--- src/design/assert_macros.svh ---
// assertion helpers, clocked on clk and quiet while rst_n is low
`ifndef ASSERT_MACROS_SVH
`define ASSERT_MACROS_SVH

// same-cycle implication
`define DTCS_ASSERT_IMPL(lbl, ante, cons, msg) \
  lbl: assert property (@(posedge clk) disable iff (!rst_n) (ante) |-> (cons)) else $error(msg);

// next-cycle implication
`define DTCS_ASSERT_NEXT(lbl, ante, cons, msg) \
  lbl: assert property (@(posedge clk) disable iff (!rst_n) (ante) |=> (cons)) else $error(msg);

`endif

--- src/design/dtcs_pkg.sv ---
package dtcs_pkg;

  typedef enum logic [1:0] {
    MODE_SAMPLE    = 2'd0,
    MODE_CAL_START = 2'd1,
    MODE_CAL_STOP  = 2'd2,
    MODE_RECOMPUTE = 2'd3
  } mode_t;

  typedef enum logic [1:0] {
    REG_LEFT_DZ   = 2'd0,
    REG_RIGHT_DZ  = 2'd1,
    REG_LEFT_OFF  = 2'd2,
    REG_RIGHT_OFF = 2'd3
  } cfg_reg_t;

  typedef struct packed {
    logic busy;
    logic done;
  } div_stat_t;

endpackage

--- src/design/dtcs_divider.sv ---
module dtcs_divider #(
  parameter int DW = 20,
  parameter int VW = 12
) (
  input  logic                clk,
  input  logic                rst_n,
  input  logic                start,
  input  logic [DW-1:0]       dividend,
  input  logic [VW-1:0]       divisor,
  output logic [DW-1:0]       quotient,
  output dtcs_pkg::div_stat_t stat
);
  import dtcs_pkg::*;

  localparam int CW = $clog2(DW + 1);

  logic [DW-1:0] q_r;
  logic [VW-1:0] rem_r;
  logic [VW-1:0] div_r;
  logic [CW-1:0] cnt_r;
  logic          busy_r;
  logic          done_r;

  logic [VW:0]   rem_sh;
  logic          fits;
  logic [VW:0]   rem_sub;

  // restoring division, one quotient bit per cycle
  assign rem_sh  = {rem_r, q_r[DW-1]};
  assign fits    = rem_sh >= {1'b0, div_r};
  assign rem_sub = rem_sh - {1'b0, div_r};

  always_ff @(posedge clk) begin
    if (!rst_n) begin
      busy_r <= 1'b0;
      done_r <= 1'b0;
      cnt_r  <= '0;
      q_r    <= '0;
      rem_r  <= '0;
      div_r  <= '0;
    end else begin
      done_r <= 1'b0;
      if (start) begin
        q_r    <= dividend;
        rem_r  <= '0;
        div_r  <= divisor;
        cnt_r  <= CW'(DW);
        busy_r <= 1'b1;
      end else if (busy_r) begin
        q_r   <= {q_r[DW-2:0], fits};
        rem_r <= fits ? rem_sub[VW-1:0] : rem_sh[VW-1:0];
        cnt_r <= cnt_r - CW'(1);
        if (cnt_r == CW'(1)) begin
          busy_r <= 1'b0;
          done_r <= 1'b1;
        end
      end
    end
  end

  assign quotient  = q_r;
  assign stat.busy = busy_r;
  assign stat.done = done_r;

endmodule

--- src/design/dual_trigger_calibrate_scale.sv ---
// channel  direction  tdata (low bit up)                              tuser
// in_      slave      left_sample, right_sample                       mode
// out_     master     left_raw, right_raw, left_scaled, right_scaled  is_calibrating, ack
// cfg_     write      register index on cfg_addr, value on cfg_wdata
//
// a sample tick goes from accept through S_MUL_L, S_MUL_R and S_SAT_R to S_DONE;
// while calibrating it, and a calibration start, go straight to S_DONE
// recompute and calibration stop run the shared restoring divider once per
// channel, left then right, each in its S_DIV and S_WAIT state, then go to S_DONE
// the two channels share one multiplier and one divider, so items go one at a time
// reset is synchronous on rst_n, no clearing pass; a result waits in the output
// register while out_tready is low and the next request may already be taken
`include "assert_macros.svh"

module dual_trigger_calibrate_scale #(
  parameter int SAMPLE_BITS   = 12,
  parameter int FRACTION_BITS = 8
) (
  input  logic                                  clk,
  input  logic                                  rst_n,
  input  logic                                  in_tvalid,
  output logic                                  in_tready,
  // left_sample, right_sample
  input  logic [((2*SAMPLE_BITS+7)/8)*8-1:0]    in_tdata,
  // mode
  input  dtcs_pkg::mode_t                       in_tuser,
  output logic                                  out_tvalid,
  input  logic                                  out_tready,
  // left_raw, right_raw, left_scaled, right_scaled
  output logic [((4*SAMPLE_BITS+7)/8)*8-1:0]    out_tdata,
  // is_calibrating, ack
  output logic [1:0]                            out_tuser,
  input  logic                                  cfg_wen,
  input  dtcs_pkg::cfg_reg_t                    cfg_addr,
  input  logic [SAMPLE_BITS-1:0]                cfg_wdata
);
  import dtcs_pkg::*;

  localparam int SB    = SAMPLE_BITS;
  localparam int FB    = FRACTION_BITS;
  localparam int OUT_W = ((4*SB+7)/8)*8;
  localparam int QW    = SB + FB;
  localparam int PW    = 2*SB + FB;
  localparam logic [SB-1:0] FULL      = {SB{1'b1}};
  localparam logic [QW-1:0] DIVIDEND  = {FULL, {FB{1'b0}}};
  localparam logic [QW-1:0] UNITY     = QW'(1) << FB;

  typedef enum logic [3:0] {
    S_IDLE, S_MUL_L, S_MUL_R, S_SAT_R, S_DIV_L, S_WAIT_L, S_DIV_R, S_WAIT_R, S_DONE
  } state_t;

  state_t state_r;

  // configuration
  logic [SB-1:0] ldz_r, rdz_r;
  logic          loff_r, roff_r;

  always_ff @(posedge clk) begin
    if (!rst_n) begin
      ldz_r  <= '0;
      rdz_r  <= '0;
      loff_r <= 1'b0;
      roff_r <= 1'b0;
    end else if (cfg_wen) begin
      unique case (cfg_addr)
        REG_LEFT_DZ:   ldz_r  <= cfg_wdata;
        REG_RIGHT_DZ:  rdz_r  <= cfg_wdata;
        REG_LEFT_OFF:  loff_r <= cfg_wdata[0];
        REG_RIGHT_OFF: roff_r <= cfg_wdata[0];
      endcase
    end
  end

  // calibration state
  logic          cal_r;
  logic [SB-1:0] llow_r, lhigh_r, rlow_r, rhigh_r;
  logic [SB:0]   lthr_r, rthr_r;
  logic [QW-1:0] lscale_r, rscale_r;

  // per-item work registers
  logic [SB-1:0] ls_r, rs_r, lsc_r, rsc_r;
  logic          ack_r;
  logic [PW-1:0] prod_r;

  // output register
  logic          out_valid_r;
  logic [SB-1:0] out_ls_r, out_rs_r, out_lsc_r, out_rsc_r;
  logic          out_cal_r, out_ack_r;

  logic [SB-1:0] ls_nxt, rs_nxt;
  logic [SB:0]   lthr_nxt, rthr_nxt;
  logic          accept;

  assign in_tready = (state_r == S_IDLE);
  assign accept    = in_tvalid && in_tready;
  assign ls_nxt    = loff_r ? '0 : in_tdata[SB-1:0];
  assign rs_nxt    = roff_r ? '0 : in_tdata[2*SB-1:SB];
  assign lthr_nxt  = {1'b0, llow_r} + {1'b0, ldz_r};
  assign rthr_nxt  = {1'b0, rlow_r} + {1'b0, rdz_r};

  // shared multiplier, left in S_MUL_L, right otherwise
  logic          sel_left;
  logic [SB:0]   dl_full, dr_full;
  logic [SB-1:0] diff_l, diff_r, mul_a;
  logic [QW-1:0] mul_b;
  logic [PW-1:0] prod;
  logic [2*SB-1:0] shifted;
  logic [SB-1:0] sat_v;

  assign sel_left = (state_r == S_MUL_L);
  assign dl_full  = {1'b0, ls_r} - lthr_r;
  assign dr_full  = {1'b0, rs_r} - rthr_r;
  assign diff_l   = ({1'b0, ls_r} >= lthr_r) ? dl_full[SB-1:0] : '0;
  assign diff_r   = ({1'b0, rs_r} >= rthr_r) ? dr_full[SB-1:0] : '0;
  assign mul_a    = sel_left ? diff_l : diff_r;
  assign mul_b    = sel_left ? lscale_r : rscale_r;
  assign prod     = PW'(mul_a) * PW'(mul_b);
  assign shifted  = prod_r[PW-1:FB];
  assign sat_v    = (shifted[2*SB-1:SB] != '0) ? FULL : shifted[SB-1:0];

  // shared divider for both scale factors
  logic          div_start;
  logic [SB:0]   lspan, rspan;
  logic [SB-1:0] divisor;
  logic [QW-1:0] quotient;
  div_stat_t     div_stat;

  assign lspan     = {1'b0, lhigh_r} - lthr_r;
  assign rspan     = {1'b0, rhigh_r} - rthr_r;
  assign div_start = (state_r == S_DIV_L) || (state_r == S_DIV_R);
  assign divisor   = (state_r == S_DIV_L) ? lspan[SB-1:0] : rspan[SB-1:0];

  dtcs_divider #(
    .DW (QW),
    .VW (SB)
  ) u_div (
    .clk      (clk),
    .rst_n    (rst_n),
    .start    (div_start),
    .dividend (DIVIDEND),
    .divisor  (divisor),
    .quotient (quotient),
    .stat     (div_stat)
  );

  always_ff @(posedge clk) begin
    if (!rst_n) begin
      state_r     <= S_IDLE;
      cal_r       <= 1'b0;
      llow_r      <= '0;
      rlow_r      <= '0;
      lhigh_r     <= FULL;
      rhigh_r     <= FULL;
      lthr_r      <= '0;
      rthr_r      <= '0;
      lscale_r    <= UNITY;
      rscale_r    <= UNITY;
      ls_r        <= '0;
      rs_r        <= '0;
      lsc_r       <= '0;
      rsc_r       <= '0;
      ack_r       <= 1'b0;
      prod_r      <= '0;
      out_valid_r <= 1'b0;
      out_ls_r    <= '0;
      out_rs_r    <= '0;
      out_lsc_r   <= '0;
      out_rsc_r   <= '0;
      out_cal_r   <= 1'b0;
      out_ack_r   <= 1'b0;
    end else begin
      if (out_valid_r && out_tready && state_r != S_DONE) begin
        out_valid_r <= 1'b0;
      end
      unique case (state_r)
        S_IDLE: begin
          if (accept) begin
            lsc_r <= '0;
            rsc_r <= '0;
            unique case (in_tuser)
              MODE_SAMPLE: begin
                ls_r  <= ls_nxt;
                rs_r  <= rs_nxt;
                ack_r <= 1'b0;
                if (cal_r) begin
                  if (ls_nxt < llow_r)  llow_r  <= ls_nxt;
                  if (rs_nxt < rlow_r)  rlow_r  <= rs_nxt;
                  if (ls_nxt > lhigh_r) lhigh_r <= ls_nxt;
                  if (rs_nxt > rhigh_r) rhigh_r <= rs_nxt;
                  state_r <= S_DONE;
                end else begin
                  state_r <= S_MUL_L;
                end
              end
              MODE_CAL_START: begin
                ls_r    <= '0;
                rs_r    <= '0;
                llow_r  <= FULL;
                rlow_r  <= FULL;
                lhigh_r <= '0;
                rhigh_r <= '0;
                cal_r   <= 1'b1;
                ack_r   <= 1'b1;
                state_r <= S_DONE;
              end
              MODE_CAL_STOP: begin
                ls_r    <= '0;
                rs_r    <= '0;
                cal_r   <= 1'b0;
                ack_r   <= 1'b1;
                lthr_r  <= lthr_nxt;
                rthr_r  <= rthr_nxt;
                state_r <= S_DIV_L;
              end
              MODE_RECOMPUTE: begin
                ls_r    <= '0;
                rs_r    <= '0;
                ack_r   <= 1'b0;
                lthr_r  <= lthr_nxt;
                rthr_r  <= rthr_nxt;
                state_r <= S_DIV_L;
              end
            endcase
          end
        end
        S_MUL_L: begin
          prod_r  <= prod;
          state_r <= S_MUL_R;
        end
        S_MUL_R: begin
          lsc_r   <= sat_v;
          prod_r  <= prod;
          state_r <= S_SAT_R;
        end
        S_SAT_R: begin
          rsc_r   <= sat_v;
          state_r <= S_DONE;
        end
        S_DIV_L: begin
          state_r <= S_WAIT_L;
        end
        S_WAIT_L: begin
          if (div_stat.done) begin
            // empty range gives a zero gain
            lscale_r <= ({1'b0, lhigh_r} > lthr_r) ? quotient : '0;
            state_r  <= S_DIV_R;
          end
        end
        S_DIV_R: begin
          state_r <= S_WAIT_R;
        end
        S_WAIT_R: begin
          if (div_stat.done) begin
            rscale_r <= ({1'b0, rhigh_r} > rthr_r) ? quotient : '0;
            state_r  <= S_DONE;
          end
        end
        S_DONE: begin
          if (!out_valid_r || out_tready) begin
            out_valid_r <= 1'b1;
            out_ls_r    <= ls_r;
            out_rs_r    <= rs_r;
            out_lsc_r   <= lsc_r;
            out_rsc_r   <= rsc_r;
            out_cal_r   <= cal_r;
            out_ack_r   <= ack_r;
            state_r     <= S_IDLE;
          end
        end
        default: begin
          state_r <= S_IDLE;
        end
      endcase
    end
  end

  assign out_tvalid = out_valid_r;
  assign out_tdata  = OUT_W'({out_rsc_r, out_lsc_r, out_rs_r, out_ls_r});
  assign out_tuser  = {out_ack_r, out_cal_r};

  `DTCS_ASSERT_IMPL(a_div_in_wait, div_stat.busy || div_stat.done, state_r == S_WAIT_L || state_r == S_WAIT_R, "divider active outside a wait state")
  `DTCS_ASSERT_IMPL(a_scaled_not_cal, out_valid_r && (out_lsc_r != '0 || out_rsc_r != '0), !out_cal_r, "scaled output while calibrating")
  `DTCS_ASSERT_NEXT(a_one_at_a_time, in_tvalid && in_tready, !in_tready, "request taken while busy")

endmodule
--- config.mk ---
export PLATFORM = sky130hd
export DESIGN_NAME = dual_trigger_calibrate_scale
export DESIGN_NICKNAME = d
export VERILOG_FILES = /design/src/design/dtcs_pkg.sv /design/src/design/dtcs_divider.sv /design/src/design/dual_trigger_calibrate_scale.sv
export VERILOG_INCLUDE_DIRS = /design/src /design/src/design
export SDC_FILE = /design/constraint.sdc
export NUM_CORES = 1
export LEC_CHECK = 0
export BUFFER_PORTS_ARGS = -buffer_cell sky130_fd_sc_hd__buf_2
export CAP_MARGIN = 20
export CORE_MARGIN = 1.5
export CORE_UTILIZATION = 40
export DETAILED_ROUTE_END_ITERATION = 6
export HOLD_SLACK_MARGIN = 0.03
export PLACE_DENSITY = 0.53
export SLEW_MARGIN = 10
export SYNTH_ARGS = -nofsm -noshare
export SYNTH_HDL_FRONTEND = slang
export SYNTH_HIERARCHICAL = 1
export SYNTH_SLANG_ARGS = --single-unit
--- constraint.sdc ---
create_clock -name clk -period 23.5 [get_ports clk]
set_input_delay 1.175 -clock clk [delete_from_list [all_inputs] [get_ports clk]]
set_output_delay 1.175 -clock clk [all_outputs]
set_load 0.1 [all_outputs]
==> summary.md, run 1 <==
| Metric | Value |
|---|---|
| Status | `finished, final reports clean` |
| CTS sink cnt | `320` |
| IO buf count | `96` |
| Placed Instances | `roughly 3800` |
| Routed Antenna Nets | `0` |
| Combinational power share | `0.459` |
| Final #Nets | `around 3500` |
| Reg power frac | `0.281` |
| Switching share of power | `0.427` |
| WP data arrival | `8770 ps` |
| Setup Viol. Count Final | `0` |
| Filler Cells Inserted | `6147` |
| Pre-CTS setup slack | `approximately 15000 ps` |
| CTS tree | `built` |
| CP required | `between 20000 and 25000 ps` |
| # rows | `between 90 and 100` |
| CP max FO | `33` |
| Die area | `roughly 64000 µm²` |
| Worst skew pair latency | `580 ps` |
| I/O Pins | `97` |
| DRC Markers | `0` |
| PostCTS Resize Cnt | `0` |
| Overall Global Routing Usage | `0.229` |
| Hold-fix buffers at CTS | `0` |
| Area grow syn2layout | `10.3%` |
| Initial core utilization | `0.404` |
| HP Class | `reg -> reg` |
| Pin count of the biggest net entering global routing | `102` |
| Final Instance Count excl. Fillers | `between 3000 and 4000` |
| Tightest Pin Transition | `around 1200 ps` |
| Reg area | `between 6000 and 7000 µm²` |
| Vias in the first global route | `between 20000 and 25000` |
| Post-Syn Area | `roughly 25000 µm²` |
| PwrDens | `86.0 nW/µm²` |
| First-pass GRT wire length | `between 100000 and 150000 µm` |
| H-tree depth | `2` |
| Setup_tns | `0 ps` |
| Final Worst Setup Slack | `15160 ps` |
| Clk slew on worst S/H paths | `around 70 ps` |
| Inserted Clock Buffers | `38` |
| Antenna violations before repair | `0` |
| Synth Warn # | `6` |
| Inserted Diodes | `0` |
| Die Wd | `252 µm` |
| Post-CTS Setup Inserts | `0` |
| Final hold violations | `0` |
| LEAKAGE | `between 10 and 15 nW` |
| DRT iter0 DRCs | `around 1300` |
| DR pass1 iterations | `5` |
| Fin crit period | `8340 ps` |
| Syn_area_per_cell | `approximately 8.1 µm²` |
| Average vias per placed instance | `5.39` |
| Total core area | `between 60000 and 70000 µm²` |
| Max-slew headroom | `0.174` |
| Max-slew violations | `0` |
| Area of the multi-input gates | `16500 µm²` |
| Chip height | `around 250 µm` |
| Unrepaired setup endpoints after global routing | `no` |
| Period Utilization, post-route | `0.355` |
| Placer Congestion | `about 0.9` |
| Sw power | `roughly 1.0 mW` |
| Overflow after GRT | `0` |
| Fmax | `120 MHz` |
| Number of max-cap violations | `0` |
| Synth Instances | `3047` |
| Worst-case clock buffer depth | `3` |
| Root Buffer | `clkbuf_16` |
| CP Launch Type | `flip-flop` |
| Layout cells sized above 1 | `0.0741` |
| Cell internal pwr | `approximately 1.3 mW` |
| Final WL | `a little over 70000 µm` |
| Setup CP Type | `reg -> reg` |
| Crit path capture type | `flip-flop` |
| DR WL/cell | `between 15 and 20 µm` |
| Clock share of power | `0.260` |
| DP Wirelength | `~55000 µm` |
| Clock Skew | `between 20 and 30 ps` |
| Via count | `approximately 21000` |
| Max rail drop VDD | `approximately 73 µV` |
sequential cells by signal, indices dropped and copies added, names as in the netlist, 13 cells and up:
| signal | flops |
|---|---|
| rscale_r | 20 |
| lthr_r | 13 |
| rthr_r | 13 |
| u_div/quotient | 20 |
| prod_r | 24 |
| lscale_r | 20 |
routing by layer:
layer  vias to the layer above  part of all wire  global-route usage
met5                         -                 0                   0
met4                         0             0.029              0.0768
met3                       103             0.035              0.0181
met2                       448              0.50               0.414
met1                     10300              0.43               0.286
li1                      10200                 -                   -
worst max-delay path, stage by stage (launching register included):
cell      delay (ps)
dfxtp_1          640
nor4b_4          280
buf_4            440
nand4_1          150
o22ai_1          230
o21a_1           330
a22o_1           770
nand2_1          160
fa_1             540
inv_1             50
fa_1             540
fa_1             430
fa_1             550
inv_1             60
fa_1             540
inv_1             40
ha_1             370
a21oi_1          170
nor2_1            60
a21oi_1          140
nand2_1           80
a21oi_1          230
o21ai_0          230
or2_1            320
a211oi_1         420
mux2i_1          250
a31oi_1           90
layout by cell type, fill, tap and decap left out, drive strengths merged, types with 10 or more instances in the layout:
cell	instances
o21a	27
nor2b	51
nand4	21
o221ai	12
o21ai	136
a21oi	230
nor2	141
clkbuf	57
o32ai	19
a21o	36
a31oi	12
xor2	27
a21boi	20
and2	53
a211oi	19
buf	133
o22ai	10
fa	186
o311ai	20
and3	14
nand2b	33
nand2	502
mux2	19
conb	20
o31ai	29
mux2i	81
dfxtp	320
o21bai	10
inv	373
ha	203
nor3	48
xnor2	44
nor4	20
nand3	84
power groups by stage:
| stage | registers, mW | clock network, mW | logic [mW] |
|---|---|---|---|
| global placement | 0.676 | 0 | 1.04 |
| detailed placement | 0.678 | 0 | 1.06 |
| CTS | 0.667 | 0.627 | 1.07 |
| global route | 0.669 | 0.651 | 1.19 |
| finish | 0.661 | 0.612 | 1.08 |
| floorplan | 0.646 | 0 | 0.805 |
area by class of cell:
type	count	area share
timing repair buffer	133	0.0290
tap	790	0.0361
clock buffer	57	0.0410
multi-input combinational	2208	0.603
clock inverter	12	0.00571
sequential	320	0.234
inverter	373	0.0513
metrics by stage:
step	cell area, µm²	hold slack (ps)	total power [mW]	util
detailed placement	26000	446	1.74	0.424
global route	27400	470	2.51	0.445
CTS	27300	454	2.36	0.444
global placement	26000	440	1.72	0.423
floorplan	24900	432	1.45	-
finish	27400	450	2.35	0.445
worst paths after layout:
check	depth (start not counted)	start	slack (ps)	endpoint
setup / recovery	26	state_r[0]	15160	prod_r[31]
hold / removal	2	lthr_r[6]	450	lthr_r[6]
setup reg to reg	26	state_r[0]	15160	prod_r[31]
hold reg to reg	2	lthr_r[6]	450	lthr_r[6]
No activity file was read; power rests on OpenSTA's default activity.
==> run 2: changes to the inputs <==
- PLACE_DENSITY: 0.53 -> 0.55
- clock period: 23.5 -> 6.9 ns (I/O delays scaled with it)
==> run 2 against run 1 <==
Against the previous run:
- the run now ends with setup timing left
- hold slack worse by 390 ps
- count of clock-buffer cells in the layout fell by 2
- clock power grew to 3.3 times the previous value
- critical path type unchanged
- clock skew is 11 ps higher
- combinational power rose to 4.4 times the previous value
==> summary.md, run 2 (synthesis results as in run 1) <==
| Metric | Value |
|---|---|
| IO buf count | `96 (unchanged)` |
| Vias in the first global route | `21900 (was 21200)` |
| Inserted Clock Buffers | `38 (unchanged)` |
| Setup Viol. Count Final | `6 (was 0)` |
| DP Wirelength | `56400 µm (was 54700 µm)` |
| HP Class | `in -> reg (was reg -> reg)` |
| CTS tree | `built (unchanged)` |
| LEAKAGE | `13.0 nW (was 11.9 nW)` |
| CTS sink cnt | `320 (unchanged)` |
| I/O Pins | `97 (unchanged)` |
| # rows | `91 (unchanged)` |
| Status | `finished, violations left (was finished, final reports clean)` |
| Commonest non-fill, non-tap cell in the layout | `nand2_1 (unchanged)` |
| Max-slew violations | `0 (unchanged)` |
| Overall Global Routing Usage | `0.231 (was 0.229)` |
| CP max stage delay | `540 ps (was 770 ps)` |
| Tightest Pin Transition | `1060 ps (was 1240 ps)` |
| FF-to-FF Start | `ls_r[0] (was state_r[0])` |
| Final WL | `74100 µm (was 71800 µm)` |
| Fmax | `142 MHz (was 120 MHz)` |
| HP Start | `cfg_wdata[2] (was lthr_r[6])` |
| Most frequent cells in the layout | `502 x nand2_1, 348 x inv_1, 315 x dfxtp_1, 239 x buf_4, 207 x a21oi_1 (was 502 x nand2_1, 370 x inv_1, 319 x dfxtp_1, 229 x a21oi_1, 203 x ha_1)` |
| DR WL/cell | `18.0 µm (was 18.4 µm)` |
| DR pass1 iterations | `5 (unchanged)` |
| Final Instance Count excl. Fillers | `4122 (was 3893)` |
| Crit path capture type | `flip-flop (unchanged)` |
| Unrepaired setup endpoints after global routing | `yes (was no)` |
| Worst-case clock buffer depth | `3 (unchanged)` |
| CP Launch Type | `flip-flop (unchanged)` |
| Violated checks | `setup timing` |
| Number of max-cap violations | `0 (unchanged)` |
| WP data arrival | `7430 ps (was 8770 ps)` |
| Most flop-heavy register | `prod_r (unchanged)` |
| Max-slew headroom | `0.290 (was 0.174)` |
| Layout cells sized above 1 | `0.175 (was 0.0741)` |
| Post-Route Utilization | `0.487 (was 0.445)` |
| Max rail drop VDD | `224 µV (was 72.8 µV)` |
| Placed Instances | `4015 (was 3820)` |
| Clk slew on worst S/H paths | `60 ps (was 70 ps)` |
| Placer Congestion | `0.881 (was 0.896)` |
| Final Worst Setup Slack | `-136 ps (was 15160 ps)` |
| DRT iter0 DRCs | `1352 (was 1289)` |
| Root Buffer | `clkbuf_16 (unchanged)` |
| Design Area, Final | `30000 µm² (was 27400 µm²)` |
| Inserted Diodes | `0 (unchanged)` |
| Setup CP Type | `reg -> reg (unchanged)` |
| Chip height | `252 µm (unchanged)` |
| Routed Antenna Nets | `0 (unchanged)` |
| Worst path slowest cell | `fa_2 (was a22o_1)` |
| Largest register FFs | `24 (unchanged)` |
| Initial core utilization | `0.404 (unchanged)` |
| Area grow syn2layout | `20.7% (was 10.3%)` |
| Final #Nets | `3740 (was 3508)` |
| Overflow after GRT | `0 (unchanged)` |
| PwrDens | `301 nW/µm² (was 86.0 nW/µm²)` |
| Die area | `63600 µm² (unchanged)` |
| Pin count of the biggest net entering global routing | `94 (was 102)` |
| Worst skew pair latency | `580 ps (about the same)` |
| Final Power | `9.03 mW (was 2.35 mW)` |
| Crit path from | `ls_r[0] (was state_r[0])` |
| H-tree depth | `2 (unchanged)` |
| Post-DP Area | `27700 µm² (was 26000 µm²)` |
| Fin crit period | `7040 ps (was 8340 ps)` |
| CP max FO | `6 (was 33)` |
| Hold slack | `56.8 ps (was 450 ps)` |
| Average vias per placed instance | `5.30 (was 5.39)` |
| Via count | `21800 (was 21000)` |
| Total core area | `61500 µm² (unchanged)` |
| Clock Skew | `39.0 ps (was 28.2 ps)` |
| Period Utilization, post-route | `1.02 (was 0.355)` |
| Die Wd | `252 µm (unchanged)` |
| Final hold violations | `0 (unchanged)` |
| Antenna violations before repair | `0 (unchanged)` |
| CP required | `7300 ps (was 23930 ps)` |
| First-pass GRT wire length | `117000 µm (was 115000 µm)` |
| DRC Markers | `0 (unchanged)` |
run 2: cell count changes in the layout (fill, tap and decap cells not counted), sizes merged:
cell         change
clkbuf           -1
buf            +220
dlygate4sd3     +11
clkinvlp         +3
inv              +1
bufinv           -1
clkinv           -4
run 2: power by group:
group | internal [mW] | total [mW] | switching, mW
Clock | 1.20 | 2.04 | 0.840
Sequential | 2.05 | 2.22 | 0.168
Combinational | 2.03 | 4.77 | 2.74
Total | 5.28 | 9.03 | 3.75
run 2: layout make-up:
class                           count  area, µm²
Clock buffer                       55       1120
Clock inverter                     11        134
Fill cell                        5960      31500
Inverter                          373       1410
Multi-Input combinational cell   2208      17200
Sequential cell                   320       6410
Tap cell                          790        988
Timing Repair Buffer              365       2710
run 2: final timing paths:
check / cells past startpoint / slack (ps) / end
worst max-delay path: 33 / -140 / prod_r[31]
worst min register to register: 2 / 450 / lthr_r[6]
worst max register to register: 33 / -140 / prod_r[31]
worst min-delay path: 3 / 60 / ldz_r[2]
run 2: per-layer routing:
layer  track usage  wire (µm)  part of all wire
met5             0          0                 0
met4        0.0590       1840             0.025
met3        0.0271       3010             0.041
met2         0.414      36900              0.50
met1         0.294      32400              0.44
run 2: what timing repair did:
action | in CTS | in global routing
hold endpoints to repair | 19 | 0
hold buffers | 11 | 0
buffers inserted | 11 | 14
resized for setup | 59 | 98
cloned | 1 | 1
setup endpoints to repair | 19 | 21
pin swaps | 35 | 74
run 2: metrics by stage:
stage,TNS [ps],setup slack (ps)
4_1_cts,-282,-107
3_3_place_gp,-1780,-279
2_1_floorplan,0,9.61
3_5_place_dp,-2810,-371
6_report,-331,-136
5_1_grt,-4580,-422
run 2: worst max-delay path: cells and delay by family, from the launching register on:
family,cells,cell delay (ps)
buffers and inverters,9,930
DFF,1,320
AOI/OAI and AO/OA,12,1560
muxes,1,210
and+or+nand+nor,2,420
xor gates and xnor gates,1,250
adders and majority gates,8,3150
==> run 3: changes to the inputs <==
- HOLD_SLACK_MARGIN: 0.03 -> 0.15
- SETUP_SLACK_MARGIN: unset -> 0.5
==> run 3 against run 2 <==
Against the previous run:
- the flow still finishes with violations (setup timing)
- clock skew down 2.5 ps
- total power down 0.98%
- count of clock-buffer cells in the layout up 9
- flip-flop and latch count unchanged
- sequential power barely moved
- register-to-register slack about the same
- combinational power fell by 3%
- clock power grew 2%
- setup slack worse by 5.9 ps
- cell area down 0.91%
- non-clock buffer count down 63
- critical endpoint is now prod_r[27]
- largest cell class unchanged
- largest power group unchanged
==> summary.md, run 3 (synthesis results as in run 1) <==
| Metric | Value |
|---|---|
| Overall Global Routing Usage | `0.232 (was 0.231)` |
| Initial core utilization | `0.404 (unchanged)` |
| Crit path capture type | `flip-flop (unchanged)` |
| Status | `finished, violations left (unchanged)` |
| Final WL | `73700 µm (was 74100 µm)` |
| HP Class | `in -> reg (unchanged)` |
| Setup CP Type | `reg -> reg (unchanged)` |
| Tightest Pin Transition | `1010 ps (was 1060 ps)` |
| Die Wd | `252 µm (unchanged)` |
| H-tree depth | `2 (unchanged)` |
| Chip height | `252 µm (unchanged)` |
| Clock Skew | `36.6 ps (was 39.0 ps)` |
| CP max stage delay | `530 ps (was 540 ps)` |
| DP Wirelength | `56700 µm (was 56400 µm)` |
| Max rail drop VDD | `260 µV (was 224 µV)` |
| Total core area | `61500 µm² (unchanged)` |
| Fmax | `142 MHz (about the same)` |
| Hold slack | `182 ps (was 56.8 ps)` |
| CP required | `7360 ps (was 7300 ps)` |
| Average vias per placed instance | `5.33 (was 5.30)` |
| Fin crit period | `7040 ps (about the same)` |
| CTS sink cnt | `320 (unchanged)` |
| Unrepaired setup endpoints after global routing | `yes (unchanged)` |
| Inserted Diodes | `0 (unchanged)` |
| Commonest non-fill, non-tap cell in the layout | `nand2_1 (unchanged)` |
| Clk slew on worst S/H paths | `70 ps (was 60 ps)` |
| Largest register FFs | `24 (unchanged)` |
| DRT iter0 DRCs | `1499 (was 1352)` |
| Antenna violations before repair | `0 (unchanged)` |
| Root Buffer | `clkbuf_16 (unchanged)` |
| Max-slew violations | `0 (unchanged)` |
| Setup_tns | `-442 ps (was -331 ps)` |
| Period Utilization, post-route | `1.02 (about the same)` |
| CTS tree | `built (unchanged)` |
| Final Power | `8.94 mW (was 9.03 mW)` |
| Inserted Clock Buffers | `39 (was 38)` |
| Via count | `21700 (was 21800)` |
| CP max FO | `10 (was 6)` |
| Violated checks | `setup timing (unchanged)` |
| Pin count of the biggest net entering global routing | `97 (was 94)` |
| Overflow after GRT | `0 (unchanged)` |
| Most flop-heavy register | `prod_r (unchanged)` |
| First-pass GRT wire length | `117000 µm (about the same)` |
| Vias in the first global route | `21800 (was 21900)` |
| Worst path slowest cell | `fa_1 (was fa_2)` |
| Max-slew headroom | `0.327 (was 0.290)` |
| Die area | `63600 µm² (unchanged)` |
| IO buf count | `96 (unchanged)` |
| CP Launch Type | `flip-flop (unchanged)` |
| DRC Markers | `0 (unchanged)` |
| Layout cells sized above 1 | `0.155 (was 0.175)` |
| Number of max-cap violations | `0 (unchanged)` |
| DR WL/cell | `18.1 µm (was 18.0 µm)` |
| WP data arrival | `7500 ps (was 7430 ps)` |
| Worst skew pair latency | `580 ps (about the same)` |
| Filler Cells Inserted | `5958 (was 5960)` |
| # rows | `91 (unchanged)` |
| Final Worst Setup Slack | `-142 ps (was -136 ps)` |
| LEAKAGE | `12.8 nW (was 13.0 nW)` |
| I/O Pins | `97 (unchanged)` |
| Final hold violations | `0 (unchanged)` |
| Area grow syn2layout | `19.6% (was 20.7%)` |
| PwrDens | `301 nW/µm² (about the same)` |
| Worst-case clock buffer depth | `3 (unchanged)` |
| DR pass1 iterations | `7 (was 5)` |
| Routed Antenna Nets | `0 (unchanged)` |
| Setup Viol. Count Final | `6 (unchanged)` |
| Final #Nets | `3678 (was 3740)` |
| Post-Route Utilization | `0.483 (was 0.487)` |
| Crit path top cell by count | `fa_1` |
| Placer Congestion | `0.914 (was 0.881)` |
| Most frequent cells in the layout | `495 x nand2_1, 352 x inv_1, 315 x dfxtp_1, 206 x a21oi_1, 182 x ha_1 (was 502 x nand2_1, 348 x inv_1, 315 x dfxtp_1, 239 x buf_4, 207 x a21oi_1)` |
==> run 3: area by class of cell <==
cell class	instances	area, µm²	area share
multi-input cells	2208	17200	0.580
flip-flops and latches	320	6410	0.216
clock buffers	64	1230	0.0415
repair buffers	302	2330	0.0786
inverters	373	1420	0.0477
well taps	790	988	0.0333
clock inverters	7	77.6	0.00261
==> run 3: path summary, 6_finish.rpt <==
check	start	slack (ps)	end	depth (start not counted)
setup / recovery	rs_r[0]	-140	prod_r[27]	33
hold / removal	in_tdata[13]	180	rhigh_r[1]	3
setup reg to reg	rs_r[0]	-140	prod_r[27]	33
hold reg to reg	out_lsc_r[0]	450	out_lsc_r[0]	2
==> run 3: critical path, delay by kind of cell, from the launching register on <==
family,cells,cell delay (ps)
AO/OA/AOI/OAI,12,1920
XOR/XNOR,1,230
adder cells (fa/ha/maj),8,3140
buffers and inverters,6,500
flip-flops,1,320
AND/OR/NAND/NOR,6,810
==> run 3: routing by layer <==
| layer | global-route usage | wire, µm | vias to the layer above |
|---|---|---|---|
| met3 | 0.0223 | 2900 | 112 |
| li1 | - | - | 10500 |
| met2 | 0.409 | 36400 | 450 |
| met1 | 0.295 | 31900 | 10600 |
| met5 | 0 | 0 | - |
| met4 | 0.0794 | 2390 | 0 |
==> run 3: timing repair <==
item,in CTS,in global routing
pin swaps,32,17
cloned,1,2
setup endpoints to repair,21,21
hold endpoints to repair,35,0
setup buffers,8,6
hold buffers,22,0
gates resized for setup,69,32
==> run 3: through the flow <==
step	cells	area (µm²)	setup WS, ps
after floorplan	3065	25200	304
after global placement	3948	27400	-89.6
final	4064	29700	-142
after detailed placement	3949	27400	-202
after CTS	4051	29300	-49.9
after global routing	4064	29700	-376
==> run 3: report_power, final <==
group | internal [mW] | leakage (nW) | switching (mW)
combinational | 1.93 | 9.55 | 2.69
clock | 1.26 | 0.643 | 0.823
sequential | 2.05 | 2.59 | 0.191
total | 5.23 | 12.8 | 3.71
